`src/hdl/two_key_sorted_priority_queue_unit_macros.svh`:
```
// ----------------------------------------------------------------------------
// Assertion macros for the sorted priority queue
// Concurrent checks that compile away in synthesis.
// ----------------------------------------------------------------------------
`ifndef TWO_KEY_SORTED_PRIORITY_QUEUE_UNIT_MACROS_SVH
`define TWO_KEY_SORTED_PRIORITY_QUEUE_UNIT_MACROS_SVH

`ifndef SYNTHESIS

// The expression holds at every clock edge out of reset.
`define TKSQ_ASSERT_ALWAYS(label, clk, rst_n, expr) \
    label: assert property (@(posedge clk) disable iff (!rst_n) (expr)) \
        else $error("queue invariant violated");

// When the antecedent holds, the consequent holds in the next cycle.
`define TKSQ_ASSERT_NEXT(label, clk, rst_n, ante, cons) \
    label: assert property (@(posedge clk) disable iff (!rst_n) (ante) |=> (cons)) \
        else $error("queue next-cycle check violated");

`else

`define TKSQ_ASSERT_ALWAYS(label, clk, rst_n, expr)
`define TKSQ_ASSERT_NEXT(label, clk, rst_n, ante, cons)

`endif

`endif

```
`src/hdl/tksq_pkg.sv`:
```
// ----------------------------------------------------------------------------
// Sorted priority queue package
// Operation codes and the beat and cell control types.
// ----------------------------------------------------------------------------
package tksq_pkg;

    localparam logic [1:0] OP_PUSH = 2'd0;
    localparam logic [1:0] OP_POP  = 2'd1;
    localparam logic [1:0] OP_PEEK = 2'd2;

    typedef struct packed {
        logic [31:0] tag;
        logic [7:0]  priority_key;
        logic [7:0]  age;
    } t_entry;

    typedef struct packed {
        logic [1:0]  operation;
        logic [31:0] entry_tag;
        logic [7:0]  entry_priority;
        logic [7:0]  entry_age;
    } t_in_item;

    typedef struct packed {
        logic        queue_empty;
        logic [31:0] head_tag;
        logic [7:0]  head_priority;
        logic [7:0]  head_age;
        logic [4:0]  occupancy;
        logic        overflow;
    } t_out_item;

    // Broadcast to every cell for the beat being accepted.
    typedef struct packed {
        logic push;
        logic pop;
    } t_cell_ctrl;

endpackage

```
`src/hdl/tksq_cell.sv`:
```
// ----------------------------------------------------------------------------
// Sorted priority queue cell
// Holds one entry, compares it with a pushed entry and shifts with neighbors.
// ----------------------------------------------------------------------------
module tksq_cell (
    input  logic                i_clk,
    input  tksq_pkg::t_cell_ctrl i_ctrl,
    input  tksq_pkg::t_entry    i_new_entry,
    input  logic                i_occupied,
    input  tksq_pkg::t_entry    i_left_entry,
    input  logic                i_left_slot,
    input  tksq_pkg::t_entry    i_right_entry,
    output tksq_pkg::t_entry    o_entry,
    output tksq_pkg::t_entry    o_next_entry,
    output logic                o_slot
);

    tksq_pkg::t_entry r_entry;
    tksq_pkg::t_entry n_entry;
    logic             w_slot;

    // The new entry belongs here or earlier when this cell is free or its entry
    // ranks at or below the new one. Along the sorted chain this is monotonic.
    always_comb begin
        w_slot = !i_occupied
              || (r_entry.priority_key < i_new_entry.priority_key)
              || ((r_entry.priority_key == i_new_entry.priority_key)
                  && (r_entry.age <= i_new_entry.age));
    end

    always_comb begin
        n_entry = r_entry;
        if (i_ctrl.push) begin
            if (i_left_slot) begin
                n_entry = i_left_entry;
            end else if (w_slot) begin
                n_entry = i_new_entry;
            end
        end else if (i_ctrl.pop) begin
            n_entry = i_right_entry;
        end
    end

    always_ff @(posedge i_clk) begin
        r_entry <= n_entry;
    end

    assign o_entry      = r_entry;
    assign o_next_entry = n_entry;
    assign o_slot       = w_slot;

endmodule

```
`src/hdl/two_key_sorted_priority_queue_unit.sv`:
```
// ----------------------------------------------------------------------------
// Two-key sorted priority queue
// A chain of compare-and-shift cells kept in priority, then age, order.
// ----------------------------------------------------------------------------
//  Channel  Handshake                 Beat
//  input    i_in_valid / o_in_ready   i_in_item  (operation, tag, priority, age)
//  output   o_out_valid / i_out_ready o_out_item (head, occupancy, overflow)
//
// For every beat, all cells compare against the pushed entry and
// shift in parallel, and the result is registered in the same edge.
// One beat per cycle is sustained while the output side takes its results.
// The output register stalls the input only while a result waits untaken.
// Reset clears the entry count and the output valid; cell contents are not reset.
`include "two_key_sorted_priority_queue_unit_macros.svh"

module two_key_sorted_priority_queue_unit #(
    parameter int QUEUE_DEPTH = 16
) (
    input  logic                i_clk,
    input  logic                i_rst_n,
    input  logic                i_in_valid,
    output logic                o_in_ready,
    input  tksq_pkg::t_in_item  i_in_item,
    output logic                o_out_valid,
    input  logic                i_out_ready,
    output tksq_pkg::t_out_item o_out_item
);

    localparam int CNT_W = $clog2(QUEUE_DEPTH + 1);

    logic [CNT_W-1:0]    r_count;
    logic [CNT_W-1:0]    n_count;
    logic                r_out_valid;
    tksq_pkg::t_out_item r_result;
    tksq_pkg::t_out_item n_result;

    logic                w_accept;
    logic                w_full;
    logic                w_empty;
    logic                w_is_push;
    logic                w_is_pop;
    logic                w_push_req;
    logic                w_pop_req;
    tksq_pkg::t_cell_ctrl w_ctrl;
    tksq_pkg::t_entry    w_new_entry;

    tksq_pkg::t_entry    w_entry      [QUEUE_DEPTH];
    tksq_pkg::t_entry    w_next_entry [QUEUE_DEPTH];
    logic                w_slot       [QUEUE_DEPTH];
    logic                w_occupied   [QUEUE_DEPTH];
    tksq_pkg::t_entry    w_left_entry [QUEUE_DEPTH];
    logic                w_left_slot  [QUEUE_DEPTH];
    tksq_pkg::t_entry    w_right_entry[QUEUE_DEPTH];

    assign o_in_ready = !r_out_valid || i_out_ready;
    assign w_accept   = i_in_valid && o_in_ready;
    assign w_full     = (r_count == CNT_W'(QUEUE_DEPTH));
    assign w_empty    = (r_count == '0);

    always_comb begin
        w_is_push = 1'b0;
        w_is_pop  = 1'b0;
        case (i_in_item.operation)
            tksq_pkg::OP_PUSH: w_is_push = 1'b1;
            tksq_pkg::OP_POP:  w_is_pop  = 1'b1;
            tksq_pkg::OP_PEEK: w_is_pop  = 1'b0;
            default:           w_is_pop  = 1'b0;
        endcase
    end

    assign w_push_req  = w_accept && w_is_push;
    assign w_pop_req   = w_accept && w_is_pop;
    assign w_ctrl.push = w_push_req && !w_full;
    assign w_ctrl.pop  = w_pop_req && !w_empty;

    assign w_new_entry.tag          = i_in_item.entry_tag;
    assign w_new_entry.priority_key = i_in_item.entry_priority;
    assign w_new_entry.age          = i_in_item.entry_age;

    // Neighbor wiring of the chain; the ends see a non-inserting left and an
    // arbitrary right entry, which only ever lands in a cell that becomes free.
    always_comb begin
        for (int i = 0; i < QUEUE_DEPTH; i++) begin
            w_occupied[i] = (r_count > CNT_W'(i));
            if (i == 0) begin
                w_left_entry[i] = w_new_entry;
                w_left_slot[i]  = 1'b0;
            end else begin
                w_left_entry[i] = w_entry[i-1];
                w_left_slot[i]  = w_slot[i-1];
            end
            if (i == QUEUE_DEPTH - 1) begin
                w_right_entry[i] = w_new_entry;
            end else begin
                w_right_entry[i] = w_entry[i+1];
            end
        end
    end

    for (genvar g = 0; g < QUEUE_DEPTH; g++) begin : g_cell
        tksq_cell u_cell (
            .i_clk         (i_clk),
            .i_ctrl        (w_ctrl),
            .i_new_entry   (w_new_entry),
            .i_occupied    (w_occupied[g]),
            .i_left_entry  (w_left_entry[g]),
            .i_left_slot   (w_left_slot[g]),
            .i_right_entry (w_right_entry[g]),
            .o_entry       (w_entry[g]),
            .o_next_entry  (w_next_entry[g]),
            .o_slot        (w_slot[g])
        );
    end

    always_comb begin
        n_count = r_count;
        if (w_ctrl.push) begin
            n_count = r_count + CNT_W'(1);
        end else if (w_ctrl.pop) begin
            n_count = r_count - CNT_W'(1);
        end
    end

    always_comb begin
        n_result.queue_empty = (n_count == '0);
        if (n_count == '0) begin
            n_result.head_tag      = '0;
            n_result.head_priority = '0;
            n_result.head_age      = '0;
        end else begin
            n_result.head_tag      = w_next_entry[0].tag;
            n_result.head_priority = w_next_entry[0].priority_key;
            n_result.head_age      = w_next_entry[0].age;
        end
        n_result.occupancy = 5'(n_count);
        n_result.overflow  = w_push_req && w_full;
    end

    always_ff @(posedge i_clk) begin
        if (!i_rst_n) begin
            r_count     <= '0;
            r_out_valid <= 1'b0;
        end else begin
            r_count <= n_count;
            if (w_accept) begin
                r_out_valid <= 1'b1;
            end else if (i_out_ready) begin
                r_out_valid <= 1'b0;
            end
        end
    end

    always_ff @(posedge i_clk) begin
        if (w_accept) begin
            r_result <= n_result;
        end
    end

    assign o_out_valid = r_out_valid;
    assign o_out_item  = r_result;

    `TKSQ_ASSERT_ALWAYS(a_count_bound, i_clk, i_rst_n, r_count <= CNT_W'(QUEUE_DEPTH))
    `TKSQ_ASSERT_ALWAYS(a_empty_flag, i_clk, i_rst_n, !r_out_valid || r_result.queue_empty == w_empty)
    `TKSQ_ASSERT_NEXT(a_drop_flag, i_clk, i_rst_n, w_push_req && w_full, r_result.overflow && w_full)
    `TKSQ_ASSERT_NEXT(a_pop_empty, i_clk, i_rst_n, w_pop_req && w_empty, w_empty && !r_result.overflow)

endmodule

```
`config.mk`:
```
export PLATFORM = sky130hd
export DESIGN_NAME = two_key_sorted_priority_queue_unit
export DESIGN_NICKNAME = d
export VERILOG_FILES = /design/src/hdl/tksq_pkg.sv /design/src/hdl/tksq_cell.sv /design/src/hdl/two_key_sorted_priority_queue_unit.sv
export VERILOG_INCLUDE_DIRS = /design/src /design/src/hdl
export SDC_FILE = /design/constraint.sdc
export NUM_CORES = 2
export LEC_CHECK = 0
export BUFFER_PORTS_ARGS = -buffer_cell sky130_fd_sc_hd__buf_4
export CAP_MARGIN = 30
export CORE_MARGIN = 3
export CORE_UTILIZATION = 24
export DETAILED_ROUTE_END_ITERATION = 16
export PLACE_DENSITY_LB_ADDON = 0.25
export SLEW_MARGIN = 20
export SYNTH_ARGS = -nofsm -noshare
export SYNTH_HDL_FRONTEND = slang
export SYNTH_SLANG_ARGS = --single-unit
```
`constraint.sdc`:
```
create_clock -name i_clk -period 5.8 [get_ports i_clk]
set_clock_uncertainty 0.2 [all_clocks]
set_input_delay 0.29 -clock i_clk [delete_from_list [all_inputs] [get_ports i_clk]]
set_output_delay 0.29 -clock i_clk [all_outputs]
set_load 0.01 [all_outputs]
```
**Word level (Yosys, flattened, before mapping)**

Index checks and enable logic that the tools add are counted.
Widths: inputs -> output; s select.

- Flip-flop bits (word level): 829
- Input bits: 54
- Output and inout bits: 57
- Word-level logic and storage cells: 302

- $add $sub $neg: 2
- Order comparisons: 48
- Eq/ne operators: 33
- Muxes and demuxes: 69
- Reduce and logical (&&, ||, !) cells: 94

Operator list:

| kind | count |
|---|---|
| $mux 48 | 63 |
| $eq 8x8->1 | 16 |
| $le 8x8->1 | 16 |
| $lt 8x8->1 | 16 |
| $ne 3x1->1 const B | 14 |
| $gt 5x4->1 const B | 8 |
| $logic_or 1x1->1 | 33 |
| $reduce_and 2->1 | 15 |
| $logic_and 1x1->1 | 22 |
| $gt 5x3->1 const B | 4 |
| $logic_not 1->1 | 19 |
| $gt 5x1->1 const B | 2 |
| $gt 5x2->1 const B | 2 |
| $logic_not 5->1 | 2 |
| $mux 5 | 2 |
| $add 5x1->5 const B | 1 |
| $eq 5x5->1 const B | 1 |
| $sub 5x1->5 const B | 1 |
| $mux 1 | 4 |
| $reduce_bool 2->1 | 2 |
| $ne 3x2->1 const B | 1 |
| $eq 2x1->1 const B | 1 |
| $logic_not 2->1 | 1 |

**Longest topological paths before layout**

- Depth after elaboration: 8
- Gate-level depth with buffers: 12
- Mapped depth without buffers: 8

**Cells and area by module**

Synthesis repeated with hierarchy kept, for this count alone.

- Cells, all modules: 7982
- Area, all modules: 63474.6 µm²

Modules (own cells, without submodules):

| module | times used | cells each | area an instance (µm²) | seq. area each (µm²) |
|---|---|---|---|---|
| tksq_cell (g_cell[1].u_cell ...) | 9 | 481 | 3759.9 | 960.9 |
| tksq_cell (g_cell[0].u_cell ...) | 7 | 480 | 3754.9 | 960.9 |
| two_key_sorted_priority_queue_unit | 1 | 293 | 3352.0 | 1771.7 |

**Worst setup path before layout**

No wires, ideal clock.

- Path type: input -> register
- From: input i_in_item[1] (netlist name)
- To: register g_cell[9].u_cell.r_entry, in the netlist g_cell[9].u_cell.o_entry[0] (enable)
- Setup time: 0.482 ns
- Data arrival time: 5.075 ns
- Required time: 5.118 ns
- Setup slack: 0.042 ns
- Stages on the path: 11
- Buffers on the path: 3
- Cell sequence: inv_1 > ha_1 > nor2b_1 > o211ai_1 > a21oi_1 > or4b_2 > clkbuf_1 > and2_1 > clkbuf_1 > buf_2 > a31oi_1

- Cells in the longest elaborated chain, start to end: 5
- Elaborated cells between the ends (all ways): 8
- Classes of those cells: order compare (2); eq/ne (1); reduce/logical (5)

Ends and longest elaborated chain:

| item | RTL line | text |
|---|---|---|
| start, declared | two_key_sorted_priority_queue_unit.sv:23 | `input tksq_pkg::t_in_item i_in_item,` |
| $le 8x8->1 | tksq_cell.sv:28 | `&& (r_entry.age <= i_new_entry.age));` |
| $logic_and 1x1->1 | tksq_cell.sv:28 |  |
| $logic_or 1x1->1 | tksq_cell.sv:27 | `\|\| ((r_entry.priority_key == i_new_entry.priority_key)` |
| $ne 3x1->1 (no source line) (*) | n/a |  |
| $reduce_and 2->1 (no source line) (*) | n/a |  |
| end signal, assigned | tksq_cell.sv:45 | `r_entry <= n_entry;` |
| end, declared | tksq_cell.sv:18 | `tksq_pkg::t_entry r_entry;` |

Mark *: on every way between the ends. The rest lies on a longest branch, timed or not.
A chain may end at the register's enable or synchronous reset.

**Worst setup path after layout**

- From: input i_in_item[7] (netlist name)
- To: register g_cell[10].u_cell.r_entry, in the netlist g_cell[10].u_cell.o_entry[39] (enable)

- Cells in the longest elaborated chain, start to end: 5
- Elaborated cells between the ends (all ways): 8
- Classes of those cells: order compare (2); eq/ne (1); reduce/logical (5)

Ends and longest elaborated chain:

| item | RTL line |
|---|---|
| $le 8x8->1 | tksq_cell.sv:28 |
| $logic_and 1x1->1 | tksq_cell.sv:28 |
| $logic_or 1x1->1 | tksq_cell.sv:27 |
| $ne 3x1->1 (no source line) (*) | n/a |
| $reduce_and 2->1 (no source line) (*) | n/a |
| end signal, assigned | tksq_cell.sv:45 |
| end, declared | tksq_cell.sv:18 |

Marked as above.

==> results.py <==
metrics = {
    "floorplanning": {
        "design.die.area_mm2": 0.206,
        "initial_core_utilization_pct": 24.3,
        "die_w_um": 454,
        "floorplan.io_pins": 111,
        "placement_rows": 163,
        "floorplan.die.height_um": 454,
        "core_area_mm2": 0.198,
    },
    "synth": {
        "synth_top_cells_by_area": "sky130_fd_sc_hd__edfxtp_1 48%, sky130_fd_sc_hd__a221o_1 9.9%, sky130_fd_sc_hd__ha_1 6.8%",
        "sequential_share_of_the_synthesized_area_pct": 50.6,
        "muxShareOfSynthArea_pct": 4.04,
        "yosysWarnings": 0,
        "synth_cell_type_count": 63,
        "synth_area_per_cell_um2": 10.5,
        "synthAdderAreaFrac_pct": 6.81,
        "synthesis.area_mm2": 0.0481,
        "post_synth_xor_xnor_area_pct": 0.0364,
        "synth_top_area_share_pct": 48.4,
        "synthSimpleGateAreaFrac_pct": 9.91,
        "dominant_combinational_cell_family_by_area_after_synthesis": "compound AO/OA/AOI/OAI gates",
        "synth_seq_cells": 829,
        "post_synth_inst_count": 4583,
        "ys_async_sr_fraction_pct": 0,
        "synth_compound_area_share_pct": 24.3,
        "synth_edf_count": 775,
        "area_leader_netlist": "sky130_fd_sc_hd__edfxtp_1",
        "net_count_of_the_mapped_netlist": 4899,
        "dominantRegCellSynth": "sky130_fd_sc_hd__edfxtp_1",
    },
    "sta": {
        "final.setup.tns_ns": 0,
        "final_max_slew_viol_count": 0,
        "slew_headroom_pct": 32.2,
        "timing.final.ws_setup_ns": 1.23,
        "worst_margin_slew_ns": 1.01,
        "rsz0062_at_grt": "false",
        "whs_ns": 0.102,
        "post-route-period-util_pct": 78.8,
        "setup_viol_count_final": 0,
        "finalWorstPathRequiredPeriod_ns": 4.57,
        "final_hold_violation_count": 0,
        "achievable-frequency_mhz": 219,
    },
    "placed_design": {
        "postPlaceCellArea_mm2": 0.0521,
        "place_ws_ns": 1.11,
        "portBuffers": 110,
        "post-dp-hpwl_um": 127000,
        "final_weighted_congestion_in_routability_driven_placement": 0.893,
    },
    "setup_path": {
        "worst_r2r_startpoint": "r_count[1]",
        "worst-r2r-cell-count": 9,
        "cpMaxStageDelayCell": "sky130_fd_sc_hd__dlygate4sd3_1",
        "timing.critical_path.arrival_ns": 4.75,
        "startpoint_type": "input pin",
        "critical_path_start": "i_in_item[7]",
        "endpoint_kind": "flop",
        "timing.critical_path.slowest_cell_delay_ns": 0.71,
        "critPathMostFrequentCell": "sky130_fd_sc_hd__buf_4",
        "worst-path-max-fanout": 20,
        "rrSetupSlack_ns": 1.44,
        "critical_path.reg2reg.endpoint": "o_out_item[23]",
        "worstSetupPathType": "input pin to flop",
        "critical_path.cell_chain": "dlygate4sd3_1, buf_4, inv_1, ha_1, nand4_1, o21ai_0, or4b_2, and2_4, a31oi_4, buf_4",
        "worst_ep_required_time_ns": 5.98,
    },
    "clock_network": {
        "cts_root_buf": "sky130_fd_sc_hd__clkbuf_16",
        "clock_latency_on_the_worst_skew_pair_ns": 0.74,
        "path_clk_slew_ns": 0.07,
        "cts_setup_buffers": 0,
        "htree_num_levels": 3,
        "post_cts_resize_count": 0,
        "cts.path.max_buffers": 3,
        "clkSinkCount": 829,
        "tritoncts": "built",
        "cts_buffers": 95,
    },
    "global_routing": {
        "globalRoute.totalOverflow": 0,
        "via_count_of_the_first_global_routing_pass": 40300,
        "grt_max_degree": 157,
        "grt_antenna_before_repair": 6,
        "grt_use_total_pct": 18.7,
        "first_pass_grt_wire_length_um": 288000,
    },
    "finish": {
        "final_cell_mix": "775 x sky130_fd_sc_hd__edfxtp_1, 605 x sky130_fd_sc_hd__a21oi_1, 541 x sky130_fd_sc_hd__nand2_1",
        "final_layout_size_suffix_gt1_share_pct": 11.1,
        "finalCoreUtilization_pct": 28.2,
        "multi_input_comb_area_mm2": 0.0222,
        "design_area_mm2": 0.0559,
        "mostFrequentLayoutCell": "sky130_fd_sc_hd__edfxtp_1",
        "area.growth.synth_to_final_pct": 16.1,
        "finish.net_count": 4829,
        "nFillCells": 20700,
        "sequential_cell_area_mm2": 0.0244,
    },
    "drt": {
        "vias_per_cell": 5.68,
        "drt_pass_1_iters": 6,
        "detailedRoute.firstIterationViolations": 4442,
        "avgRoutedWirePerCell_um": 27.5,
        "drc_markers": 0,
        "drt.antenna.violating_nets": 0,
        "wirelength_um": 199000,
        "num_vias": 41100,
    },
    "worst_hold_path": {
        "min_delay_path_depth": 5,
        "hold-path-endpoint": "r_count[0]",
        "holdCritPathClass": "input pin to flop",
        "hold_start": "i_in_item[49]",
    },
    "power_and_ir_drop": {
        "pwr_density_cell_mw_per_mm2": 293,
        "power.ir.vdd_worst_mv": 0.230,
        "static-leakage-power_nw": 20.5,
    },
    "run": {
        "cap_viol_max_count": 0,
    },
    "status": {
        "outcome": "finished, final reports clean",
    },
}
what timing repair did:
| item | in CTS | in global routing |
|---|---|---|
| hold buffers | 52 | 0 |
| endpoints found under the setup margin | 0 | 0 |
| hold endpoints to repair | 346 | 0 |
registers in the layout, summed over array words and instances (netlist names):
signal	count
o_out_item	55
o_out_valid	1
g_cell.u_cell.o_entry	768
r_count	5
layer usage:
layer	GRT usage (%)	wire [um]	vias up
met1	25.9	88900	21200
met5	0	0	-
met3	2.91	13100	382
met4	7.76	8420	0
li1	-	-	17800
met2	28.8	88500	1765
cell usage after synthesis (3+ instances only):
cell,n
sky130_fd_sc_hd__or3_1,7
sky130_fd_sc_hd__buf_2,46
sky130_fd_sc_hd__nor2_1,226
sky130_fd_sc_hd__a211oi_1,26
sky130_fd_sc_hd__nor2b_1,32
sky130_fd_sc_hd__inv_1,60
sky130_fd_sc_hd__mux2i_1,140
sky130_fd_sc_hd__o31a_1,6
sky130_fd_sc_hd__a21boi_0,47
sky130_fd_sc_hd__a21oi_1,608
sky130_fd_sc_hd__a21o_1,16
sky130_fd_sc_hd__clkbuf_1,363
sky130_fd_sc_hd__o221ai_1,8
sky130_fd_sc_hd__a22oi_1,5
sky130_fd_sc_hd__nand4_1,56
sky130_fd_sc_hd__nand2b_1,16
sky130_fd_sc_hd__nor4_1,3
sky130_fd_sc_hd__o211ai_1,32
sky130_fd_sc_hd__o21a_1,8
sky130_fd_sc_hd__dfxtp_1,54
sky130_fd_sc_hd__and3_1,84
sky130_fd_sc_hd__a31oi_1,159
sky130_fd_sc_hd__and2_1,14
sky130_fd_sc_hd__a221o_1,478
sky130_fd_sc_hd__buf_1,49
sky130_fd_sc_hd__nand2_1,541
sky130_fd_sc_hd__mux2_2,48
sky130_fd_sc_hd__o31ai_1,52
sky130_fd_sc_hd__nor3_1,13
sky130_fd_sc_hd__o21ai_0,228
sky130_fd_sc_hd__a211o_1,4
sky130_fd_sc_hd__nand3_1,70
sky130_fd_sc_hd__buf_4,8
sky130_fd_sc_hd__ha_1,262
sky130_fd_sc_hd__a2111oi_0,4
sky130_fd_sc_hd__edfxtp_1,775
through the flow:
stage               cells  power (mW)
CTS                  7229        16.5
floorplan            4583        9.00
finish               7236        16.4
global route         7235        17.0
global placement     6994        10.1
detailed placement   6999        10.1
worst max-delay path by stage:
stage | endpoint
after floorplan | g_cell[9].u_cell.o_entry[0]
after global routing | g_cell[7].u_cell.o_entry[10]
after global placement | g_cell[10].u_cell.o_entry[37]
final | g_cell[10].u_cell.o_entry[39]
after CTS | g_cell[10].u_cell.o_entry[39]
after detailed placement | g_cell[6].u_cell.o_entry[32]
critical path: cells and delay by family:
kind                       cells  cell delay (ns)
buffers and inverters          4             1.68
adders and majority gates      1             0.44
and+or+nand+nor                3             1.11
AOI/OAI and AO/OA              2             1.16
kinds of logic after synthesis:
| family | Yosys count |
|---|---|
| simple gates | 1079 |
| flops | 829 |
| xor+xnor | 2 |
| buf+inv | 526 |
| mux | 188 |
| fa+ha+maj | 262 |
| compound gates | 1697 |
layout make-up:
class,count,share of cell area [%]
antenna,2,0.00896
clock buffer,139,4.84
multi-input combinational,3228,39.8
clock inverter,39,0.813
timing repair buffer,299,4.62
sequential,829,43.6
tap,2640,5.91
inverter,60,0.403
power breakdown:
group / leakage, nW / switching (mW) / internal (mW) / total [mW]
Sequential: 7.63 / 0.305 / 7.05 / 7.36
Clock: 1.55 / 2.75 / 3.53 / 6.27
Combinational: 11.4 / 1.75 / 0.974 / 2.72
Total: 20.5 / 4.80 / 11.6 / 16.4
(Power assumes the default switching activity.)
